===== src/rtl/core/slab_pkg.sv =====
// Shared types and constants for the seam linear alpha blend pipeline.
`default_nettype none

package slab_pkg;

  localparam int COL_W         = 12;
  localparam int LW_W          = 13;
  localparam int PIX_W         = 8;
  localparam int FRAC_W        = 16;
  localparam int ALPHA_W       = FRAC_W + 1;
  localparam int PROD_W        = PIX_W + ALPHA_W;
  localparam int ADDR_W        = 3;
  localparam int DATA_W        = 32;
  localparam int MAX_WIDTH_DEF = 4096;
  localparam int LW_RESET      = 4096;

  localparam logic [ALPHA_W-1:0] ALPHA_ONE  = ALPHA_W'(1) << FRAC_W;
  localparam logic [ALPHA_W-1:0] ALPHA_ZERO = '0;

  typedef enum logic [1:0] {
    REGION_LEFT  = 2'd0,
    REGION_BLEND = 2'd1,
    REGION_WARP  = 2'd2
  } region_t;

  typedef enum logic [1:0] {
    MODE_ONE  = 2'd0,
    MODE_ZERO = 2'd1,
    MODE_DIV  = 2'd2
  } mode_t;

  typedef enum logic {
    CFG_OVERLAP_START = 1'b0,
    CFG_LEFT_WIDTH    = 1'b1
  } cfg_idx_t;

  typedef struct packed {
    logic [COL_W-1:0] overlap_start;
    logic [LW_W-1:0]  left_width;
  } cfg_t;

  typedef struct packed {
    logic [PIX_W-1:0] l0;
    logic [PIX_W-1:0] l1;
    logic [PIX_W-1:0] l2;
    logic [PIX_W-1:0] w0;
    logic [PIX_W-1:0] w1;
    logic [PIX_W-1:0] w2;
    region_t          region;
  } pix_t;

  typedef struct packed {
    logic              valid;
    mode_t             mode;
    logic [LW_W-1:0]   rem;
    logic [LW_W-1:0]   span;
    logic [FRAC_W-1:0] quo;
    pix_t              pix;
  } div_t;

  typedef struct packed {
    logic               valid;
    logic [ALPHA_W-1:0] alpha;
    pix_t               pix;
  } blend_t;

endpackage

`default_nettype wire


===== src/rtl/core/seam_linear_alpha_blend_top.sv =====
// Top level of the seam linear alpha blend pipeline.
//
//   channel   handshake                      payload
//   config    psel/penable/pwrite, pready=1  paddr, pwdata, prdata
//   pixel in  start & !busy                  column, left_ch0..2, warp_ch0..2
//   pixel out done (one-cycle strobe)        out_ch0..2, region
//
// One pixel beat per clock; busy is held low, start may be high every cycle.
// done rises with the result beat after input capture, classification, 16 divider
// stages and two blend stages.
// rst is synchronous; it clears all valid bits and loads the register defaults.
// Results cannot be stalled; each beat shows on the outputs for one cycle.
`default_nettype none

module seam_linear_alpha_blend_top
  import slab_pkg::*;
#(
  parameter int MAX_WIDTH = MAX_WIDTH_DEF
) (
  input  logic              clk,
  input  logic              rst,
  input  logic              psel,
  input  logic              penable,
  input  logic              pwrite,
  input  logic [ADDR_W-1:0] paddr,
  input  logic [DATA_W-1:0] pwdata,
  output logic [DATA_W-1:0] prdata,
  output logic              pready,
  input  logic              start,
  output logic              busy,
  input  logic [COL_W-1:0]  column,
  input  logic [PIX_W-1:0]  left_ch0,
  input  logic [PIX_W-1:0]  left_ch1,
  input  logic [PIX_W-1:0]  left_ch2,
  input  logic [PIX_W-1:0]  warp_ch0,
  input  logic [PIX_W-1:0]  warp_ch1,
  input  logic [PIX_W-1:0]  warp_ch2,
  output logic              done,
  output logic [PIX_W-1:0]  out_ch0,
  output logic [PIX_W-1:0]  out_ch1,
  output logic [PIX_W-1:0]  out_ch2,
  output logic [1:0]        region
);

  cfg_t   cfg;
  div_t   front_out;
  blend_t div_out;

  assign busy = 1'b0;

  slab_regs #(
    .MAX_WIDTH (MAX_WIDTH)
  ) u_regs (
    .clk     (clk),
    .rst     (rst),
    .psel    (psel),
    .penable (penable),
    .pwrite  (pwrite),
    .paddr   (paddr),
    .pwdata  (pwdata),
    .prdata  (prdata),
    .pready  (pready),
    .cfg     (cfg)
  );

  slab_front u_front (
    .clk      (clk),
    .rst      (rst),
    .cfg      (cfg),
    .start    (start & ~busy),
    .column   (column),
    .left_ch0 (left_ch0),
    .left_ch1 (left_ch1),
    .left_ch2 (left_ch2),
    .warp_ch0 (warp_ch0),
    .warp_ch1 (warp_ch1),
    .warp_ch2 (warp_ch2),
    .out      (front_out)
  );

  slab_div u_div (
    .clk (clk),
    .rst (rst),
    .in  (front_out),
    .out (div_out)
  );

  slab_mix u_mix (
    .clk     (clk),
    .rst     (rst),
    .in      (div_out),
    .done    (done),
    .out_ch0 (out_ch0),
    .out_ch1 (out_ch1),
    .out_ch2 (out_ch2),
    .region  (region)
  );

endmodule

`default_nettype wire


===== src/rtl/core/slab_regs.sv =====
// APB configuration registers: overlap start and left image width.
`default_nettype none

module slab_regs
  import slab_pkg::*;
#(
  parameter int MAX_WIDTH = MAX_WIDTH_DEF
) (
  input  logic              clk,
  input  logic              rst,
  input  logic              psel,
  input  logic              penable,
  input  logic              pwrite,
  input  logic [ADDR_W-1:0] paddr,
  input  logic [DATA_W-1:0] pwdata,
  output logic [DATA_W-1:0] prdata,
  output logic              pready,
  output cfg_t              cfg
);

  localparam int LW_FULL = (1 << LW_W) - 1;
  localparam int LW_CAP  = (MAX_WIDTH > LW_FULL) ? LW_FULL : MAX_WIDTH;
  localparam logic [LW_W-1:0] LW_MAX  = LW_W'(LW_CAP);
  localparam logic [LW_W-1:0] LW_INIT = LW_W'((MAX_WIDTH < LW_RESET) ? MAX_WIDTH : LW_RESET);

  cfg_idx_t        idx;
  logic            wr;
  logic [LW_W-1:0] lw_wdata;

  assign idx      = cfg_idx_t'(paddr[2]);
  assign wr       = psel & penable & pwrite;
  assign lw_wdata = pwdata[LW_W-1:0];
  assign pready   = 1'b1;

  always_ff @(posedge clk) begin
    if (rst) begin
      cfg.overlap_start <= '0;
      cfg.left_width    <= LW_INIT;
    end else if (wr) begin
      case (idx)
        CFG_OVERLAP_START: cfg.overlap_start <= pwdata[COL_W-1:0];
        CFG_LEFT_WIDTH:    cfg.left_width    <= (lw_wdata > LW_MAX) ? LW_MAX : lw_wdata;
        default: ;
      endcase
    end
  end

  always_comb begin
    case (idx)
      CFG_OVERLAP_START: prdata = DATA_W'(cfg.overlap_start);
      CFG_LEFT_WIDTH:    prdata = DATA_W'(cfg.left_width);
      default:           prdata = '0;
    endcase
  end

endmodule

`default_nettype wire


===== src/rtl/core/slab_front.sv =====
// Input capture and region classification; sets up the alpha division.
`default_nettype none

module slab_front
  import slab_pkg::*;
(
  input  logic             clk,
  input  logic             rst,
  input  cfg_t             cfg,
  input  logic             start,
  input  logic [COL_W-1:0] column,
  input  logic [PIX_W-1:0] left_ch0,
  input  logic [PIX_W-1:0] left_ch1,
  input  logic [PIX_W-1:0] left_ch2,
  input  logic [PIX_W-1:0] warp_ch0,
  input  logic [PIX_W-1:0] warp_ch1,
  input  logic [PIX_W-1:0] warp_ch2,
  output div_t             out
);

  logic             a_valid;
  logic [COL_W-1:0] a_col;
  pix_t             a_pix;
  div_t             out_next;

  logic [LW_W-1:0]  col_ext;
  logic [LW_W-1:0]  num;
  logic [LW_W-1:0]  span;
  logic             in_left;
  logic             in_warp;
  logic             warp_zero;

  always_ff @(posedge clk) begin
    a_valid <= start;
    a_col   <= column;
    a_pix   <= '{l0: left_ch0, l1: left_ch1, l2: left_ch2,
                 w0: warp_ch0, w1: warp_ch1, w2: warp_ch2, region: REGION_LEFT};
    if (rst) begin
      a_valid <= 1'b0;
    end
  end

  assign col_ext   = LW_W'(a_col);
  assign num       = cfg.left_width - col_ext;
  assign span      = cfg.left_width - LW_W'(cfg.overlap_start);
  assign in_warp   = col_ext >= cfg.left_width;
  assign in_left   = (a_col < cfg.overlap_start) && !in_warp;
  assign warp_zero = (a_pix.w0 == '0) && (a_pix.w1 == '0) && (a_pix.w2 == '0);

  always_comb begin
    out_next       = '0;
    out_next.valid = a_valid;
    out_next.span  = span;
    out_next.pix   = a_pix;
    if (in_warp) begin
      out_next.pix.region = REGION_WARP;
      out_next.mode       = MODE_ZERO;
    end else if (in_left) begin
      out_next.pix.region = REGION_LEFT;
      out_next.mode       = MODE_ONE;
    end else begin
      out_next.pix.region = REGION_BLEND;
      if (warp_zero || (num == span)) begin
        out_next.mode = MODE_ONE;
      end else begin
        out_next.mode = MODE_DIV;
        out_next.rem  = num;
      end
    end
  end

  always_ff @(posedge clk) begin
    out <= out_next;
    if (rst) begin
      out.valid <= 1'b0;
    end
  end

  // fraction must start proper: 0 < rem < span
  a_div_setup: assert property (@(posedge clk) disable iff (rst)
    (out.valid && out.mode == MODE_DIV) |-> (out.rem != '0 && out.rem < out.span))
    else $error("divider setup out of range");

endmodule

`default_nettype wire


===== src/rtl/core/slab_div.sv =====
// Pipelined restoring fraction divider, one quotient bit per stage.
`default_nettype none

module slab_div
  import slab_pkg::*;
(
  input  logic   clk,
  input  logic   rst,
  input  div_t   in,
  output blend_t out
);

  div_t st [FRAC_W];
  div_t last;

  function automatic div_t div_step(div_t s);
    logic [LW_W:0] dbl;
    logic [LW_W:0] diff;
    div_t          r;
    dbl  = {s.rem, 1'b0};
    diff = dbl - {1'b0, s.span};
    r    = s;
    if (s.mode == MODE_DIV) begin
      if (dbl >= {1'b0, s.span}) begin
        r.rem = diff[LW_W-1:0];
        r.quo = {s.quo[FRAC_W-2:0], 1'b1};
      end else begin
        r.rem = dbl[LW_W-1:0];
        r.quo = {s.quo[FRAC_W-2:0], 1'b0};
      end
    end
    return r;
  endfunction

  always_ff @(posedge clk) begin
    st[0] <= div_step(in);
    if (rst) begin
      st[0].valid <= 1'b0;
    end
  end

  for (genvar k = 1; k < FRAC_W; k++) begin : g_stage
    always_ff @(posedge clk) begin
      st[k] <= div_step(st[k-1]);
      if (rst) begin
        st[k].valid <= 1'b0;
      end
    end
  end

  assign last = st[FRAC_W-1];

  always_comb begin
    out.valid = last.valid;
    out.pix   = last.pix;
    case (last.mode)
      MODE_ONE:  out.alpha = ALPHA_ONE;
      MODE_ZERO: out.alpha = ALPHA_ZERO;
      MODE_DIV:  out.alpha = ALPHA_W'(last.quo);
      default:   out.alpha = ALPHA_ZERO;
    endcase
  end

  a_rem_bound: assert property (@(posedge clk) disable iff (rst)
    (last.valid && last.mode == MODE_DIV) |-> (last.rem < last.span))
    else $error("divider remainder not below span");

endmodule

`default_nettype wire


===== src/rtl/core/slab_mix.sv =====
// Per-channel cross-fade: two products per channel, then sum and truncate.
`default_nettype none

module slab_mix
  import slab_pkg::*;
(
  input  logic             clk,
  input  logic             rst,
  input  blend_t           in,
  output logic             done,
  output logic [PIX_W-1:0] out_ch0,
  output logic [PIX_W-1:0] out_ch1,
  output logic [PIX_W-1:0] out_ch2,
  output logic [1:0]       region
);

  logic [ALPHA_W-1:0] inv;
  logic [PIX_W-1:0]   lch [3];
  logic [PIX_W-1:0]   wch [3];
  logic [PROD_W-1:0]  pl_next [3];
  logic [PROD_W-1:0]  pw_next [3];

  logic               v1;
  region_t            region1;
  logic [PROD_W-1:0]  pl [3];
  logic [PROD_W-1:0]  pw [3];
  logic [PROD_W:0]    sum [3];

  assign inv    = ALPHA_ONE - in.alpha;
  assign lch[0] = in.pix.l0;
  assign lch[1] = in.pix.l1;
  assign lch[2] = in.pix.l2;
  assign wch[0] = in.pix.w0;
  assign wch[1] = in.pix.w1;
  assign wch[2] = in.pix.w2;

  always_comb begin
    for (int k = 0; k < 3; k++) begin
      pl_next[k] = PROD_W'(lch[k]) * PROD_W'(in.alpha);
      pw_next[k] = PROD_W'(wch[k]) * PROD_W'(inv);
    end
  end

  always_ff @(posedge clk) begin
    v1      <= in.valid;
    region1 <= in.pix.region;
    pl      <= pl_next;
    pw      <= pw_next;
    if (rst) begin
      v1 <= 1'b0;
    end
  end

  always_comb begin
    for (int k = 0; k < 3; k++) begin
      sum[k] = {1'b0, pl[k]} + {1'b0, pw[k]};
    end
  end

  always_ff @(posedge clk) begin
    done    <= v1;
    out_ch0 <= sum[0][FRAC_W+PIX_W-1:FRAC_W];
    out_ch1 <= sum[1][FRAC_W+PIX_W-1:FRAC_W];
    out_ch2 <= sum[2][FRAC_W+PIX_W-1:FRAC_W];
    region  <= region1;
    if (rst) begin
      done <= 1'b0;
    end
  end

  a_alpha_range: assert property (@(posedge clk) disable iff (rst)
    in.valid |-> (in.alpha <= ALPHA_ONE))
    else $error("alpha above one");

  a_sum_fits: assert property (@(posedge clk) disable iff (rst)
    v1 |-> (sum[0][PROD_W:FRAC_W+PIX_W] == '0 && sum[1][PROD_W:FRAC_W+PIX_W] == '0
            && sum[2][PROD_W:FRAC_W+PIX_W] == '0))
    else $error("blend sum exceeds pixel range");

  a_beat_out: assert property (@(posedge clk) disable iff (rst)
    v1 |=> done)
    else $error("blend beat lost");

endmodule

`default_nettype wire

===== config.mk =====
export PLATFORM = sky130hd
export DESIGN_NAME = seam_linear_alpha_blend_top
export DESIGN_NICKNAME = d
export VERILOG_FILES = /design/src/rtl/core/slab_pkg.sv /design/src/rtl/core/seam_linear_alpha_blend_top.sv /design/src/rtl/core/slab_regs.sv /design/src/rtl/core/slab_front.sv /design/src/rtl/core/slab_div.sv /design/src/rtl/core/slab_mix.sv
export SDC_FILE = /design/constraint.sdc
export NUM_CORES = 2
export LEC_CHECK = 0
export BUFFER_PORTS_ARGS = -buffer_cell sky130_fd_sc_hd__buf_2
export CAP_MARGIN = 10
export CORE_ASPECT_RATIO = 0.9
export CORE_MARGIN = 2
export CORE_UTILIZATION = 35
export DETAILED_ROUTE_END_ITERATION = 8
export SYNTH_ARGS = -nofsm -noshare
export SYNTH_HDL_FRONTEND = slang
export SYNTH_SLANG_ARGS = --single-unit

===== constraint.sdc =====
create_clock -name clk -period 6.5 [get_ports clk]
set_input_delay 1.3 -clock clk [delete_from_list [all_inputs] [get_ports clk]]
set_output_delay 1.3 -clock clk [all_outputs]
set_load 0.03 [all_outputs]

==> flow_summary.json <==
{
  "status": "finished, final reports clean",
  "cts_tree": "yes",
  "yosys.area.top_type": "dfxtp_1",
  "firstDrtPassIters": 6,
  "die-area_um2": 227000,
  "synth_most_common_cell": "dfxtp_1",
  "async_reset_ff_share_pct": 0,
  "netlist_area_um2": 78100,
  "fin_crit_sh_pct": 95.3,
  "synth_top_area_share_pct": 43.4,
  "cts_buffers": 172,
  "wl_per_cell_um": 15.2,
  "die_w_um": 502,
  "row_count": 164,
  "cts_buffer_depth": 3,
  "start_util_pct": 35.2,
  "crit_fanout": 9,
  "rsz0062_at_grt": "no",
  "crit_family": "adder cells",
  "grt_pass1_wl_um": 270000,
  "synth.distinct_cells": 71,
  "vias_per_cell": 4.64,
  "yosysSeqAreaShare_pct": 43.4,
  "critPathKind": "flop to flop",
  "grt_max_degree": 126,
  "slowest_stage": "fa_1",
  "path_depth": 25,
  "grt_overflow": 0,
  "tns_ns": 0,
  "worstRegToRegCells": 25,
  "crit_top_cell": "fa_1",
  "clk_pin_slew_ns": 0.06,
  "synth-edff-count": 0,
  "fin_ws_ns": 0.305,
  "synth_area_leaders": "dfxtp_1 43%, fa_1 14%, ha_1 9.1%",
  "io_buffers": 119,
  "hold_path.class": "flop to flop",
  "path_buf_inv": 5,
  "critical-path-max-stage-delay_ns": 0.52,
  "syn_avg_cell_area_um2": 10.2,
  "multi_input_area_um2": 40200,
  "syn_inst": 7626,
  "required_ns": 7.16,
  "maxSlewViolCount": 0,
  "die_h_um": 452,
  "synth_ff_type": "dfxtp_1",
  "regArea_um2": 34000,
  "yosys_warnings": 0,
  "finalHoldViolCount": 0,
  "setup_violations": 0,
  "fmax_ghz": 0.161,
  "layout_min_cycle_time_ns": 6.20,
  "maxSlewHeadroom_pct": 29.0,
  "initialDrtViolationCount": 2735,
  "htree_num_levels": 4,
  "worst_pin_slew_ns": 1.07,
  "core_region_area_um2": 222000,
  "worstSetupEndpointType": "flop",
  "place_ws_ns": 0.0481,
  "synthTopCellsByCount": "1,696 x dfxtp_1, 862 x nand2_1, 834 x inv_1",
  "fillers": 21475,
  "ant_nets": 0,
  "dp_hpwl_um": 125000,
  "io_pins": 162,
  "grt_pass1_vias": 51559,
  "cts_sinks": 1696,
  "maxCapViolations": 0,
  "cp.arrival_ns": 6.85,
  "antenna_found_initial": 1,
  "clock_latency_ns": 0.83,
  "layout-drive-gt1-share_pct": 8.14,
  "vias": 50629,
  "cp-start-kind": "flop",
  "ys_seq_elements": 1696,
  "cts_hold_buffers": 0,
  "cts_root_buffer": "clkbuf_16",
  "drt-total-wl_um": 165000,
  "synthToLayoutAreaGrowth_pct": 13.7,
  "place_congestion": 0.890,
  "hold_depth": 0,
  "drc": 0,
  "skew_ns": 0.0465,
  "num-nets-final": 8998,
  "globalRouteTotalUtil_pct": 14.7
}
cell usage in the layout (no fill, tap or decap), types with 24 or more instances in the layout:
cell type	count
dfxtp_1	1696
nand2_1	862
inv_1	834
ha_1	567
fa_1	551
o21ai_0	318
a21oi_1	255
and2_1	245
xnor2_1	234
nor2b_1	233
and3_1	224
nor2_1	206
clkbuf_16	172
mux2i_1	149
buf_2	119
nor3_1	114
buf_4	110
a21o_1	85
xor2_1	83
nand3_1	77
nand2b_1	67
o21a_1	66
mux2_2	43
nand4_1	40
clkbuf_8	39
or3_1	37
a211oi_1	33
clkinv_2	30
or2_2	24
repair_timing:
action	in CTS	in global routing
setup endpoints to repair	0	20
buffers inserted	0	4
resized for setup	0	32
kinds of logic after synthesis:
kind of cell	Yosys count	synth area share, %
muxes	192	2.53
adders and majority gates	1118	23.2
DFF	1696	43.4
AOI/OAI and AO/OA	992	7.86
buffers and inverters	1113	5.46
and+or+nand+nor	2193	13.9
xor gates and xnor gates	320	3.59
other	2	0.00961
area by class of cell:
class                      instances  share of cell area, %
clock inverter                    92                   1.51
inverter                         834                   3.52
tap                             2988                   4.21
timing repair buffer             239                   1.80
sequential                      1696                   38.2
multi-input combinational       4836                   45.2
antenna                            1                0.00282
clock buffer                     229                   5.52
state kept, by name (all words and copies together) (netlist names):
register / count
u_div.st: 1358
u_front.a_col: 12
u_front.a_pix: 48
u_front.a_valid: 1
u_front.out: 78
u_mix.done: 1
u_mix.out_ch0: 8
u_mix.out_ch1: 8
u_mix.out_ch2: 8
u_mix.pl: 72
u_mix.pw: 72
u_mix.region: 2
u_mix.region1: 2
u_mix.v1: 1
u_regs.cfg: 25
final timing paths:
kind | slack [ns] | end | startpoint
min reg2reg | 0.30 | u_div.st[3][29] | u_div.st[2][314]
max reg2reg | 0.30 | u_mix.pw[47] | u_div.st[3][378]
min | 0.30 | u_div.st[3][29] | u_div.st[2][314]
max | 0.30 | u_mix.pw[47] | u_div.st[3][378]
metrics by stage:
step | cells | utilization (%) | hold WS, ns | area [um^2]
6_report | 10915 | 40.0 | 0.296 | 88900
4_1_cts | 10909 | 39.9 | 0.291 | 88700
5_1_grt | 10914 | 40.0 | 0.301 | 88900
2_1_floorplan | 7645 | - | 0.310 | 78200
3_3_place_gp | 10588 | 37.1 | 0.311 | 82400
3_5_place_dp | 10588 | 37.1 | 0.312 | 82400
per-layer routing:
metal	track usage (%)	share of wire (%)	vias up
met5	0	0	-
met1	19.0	46	24295
met2	24.5	46	955
met4	5.45	3.5	0
met3	2.46	4.5	270
li1	-	-	25109
Power is not shown: default switching activity piles up to over one toggle a cycle in this logic, so the estimate is an artifact.
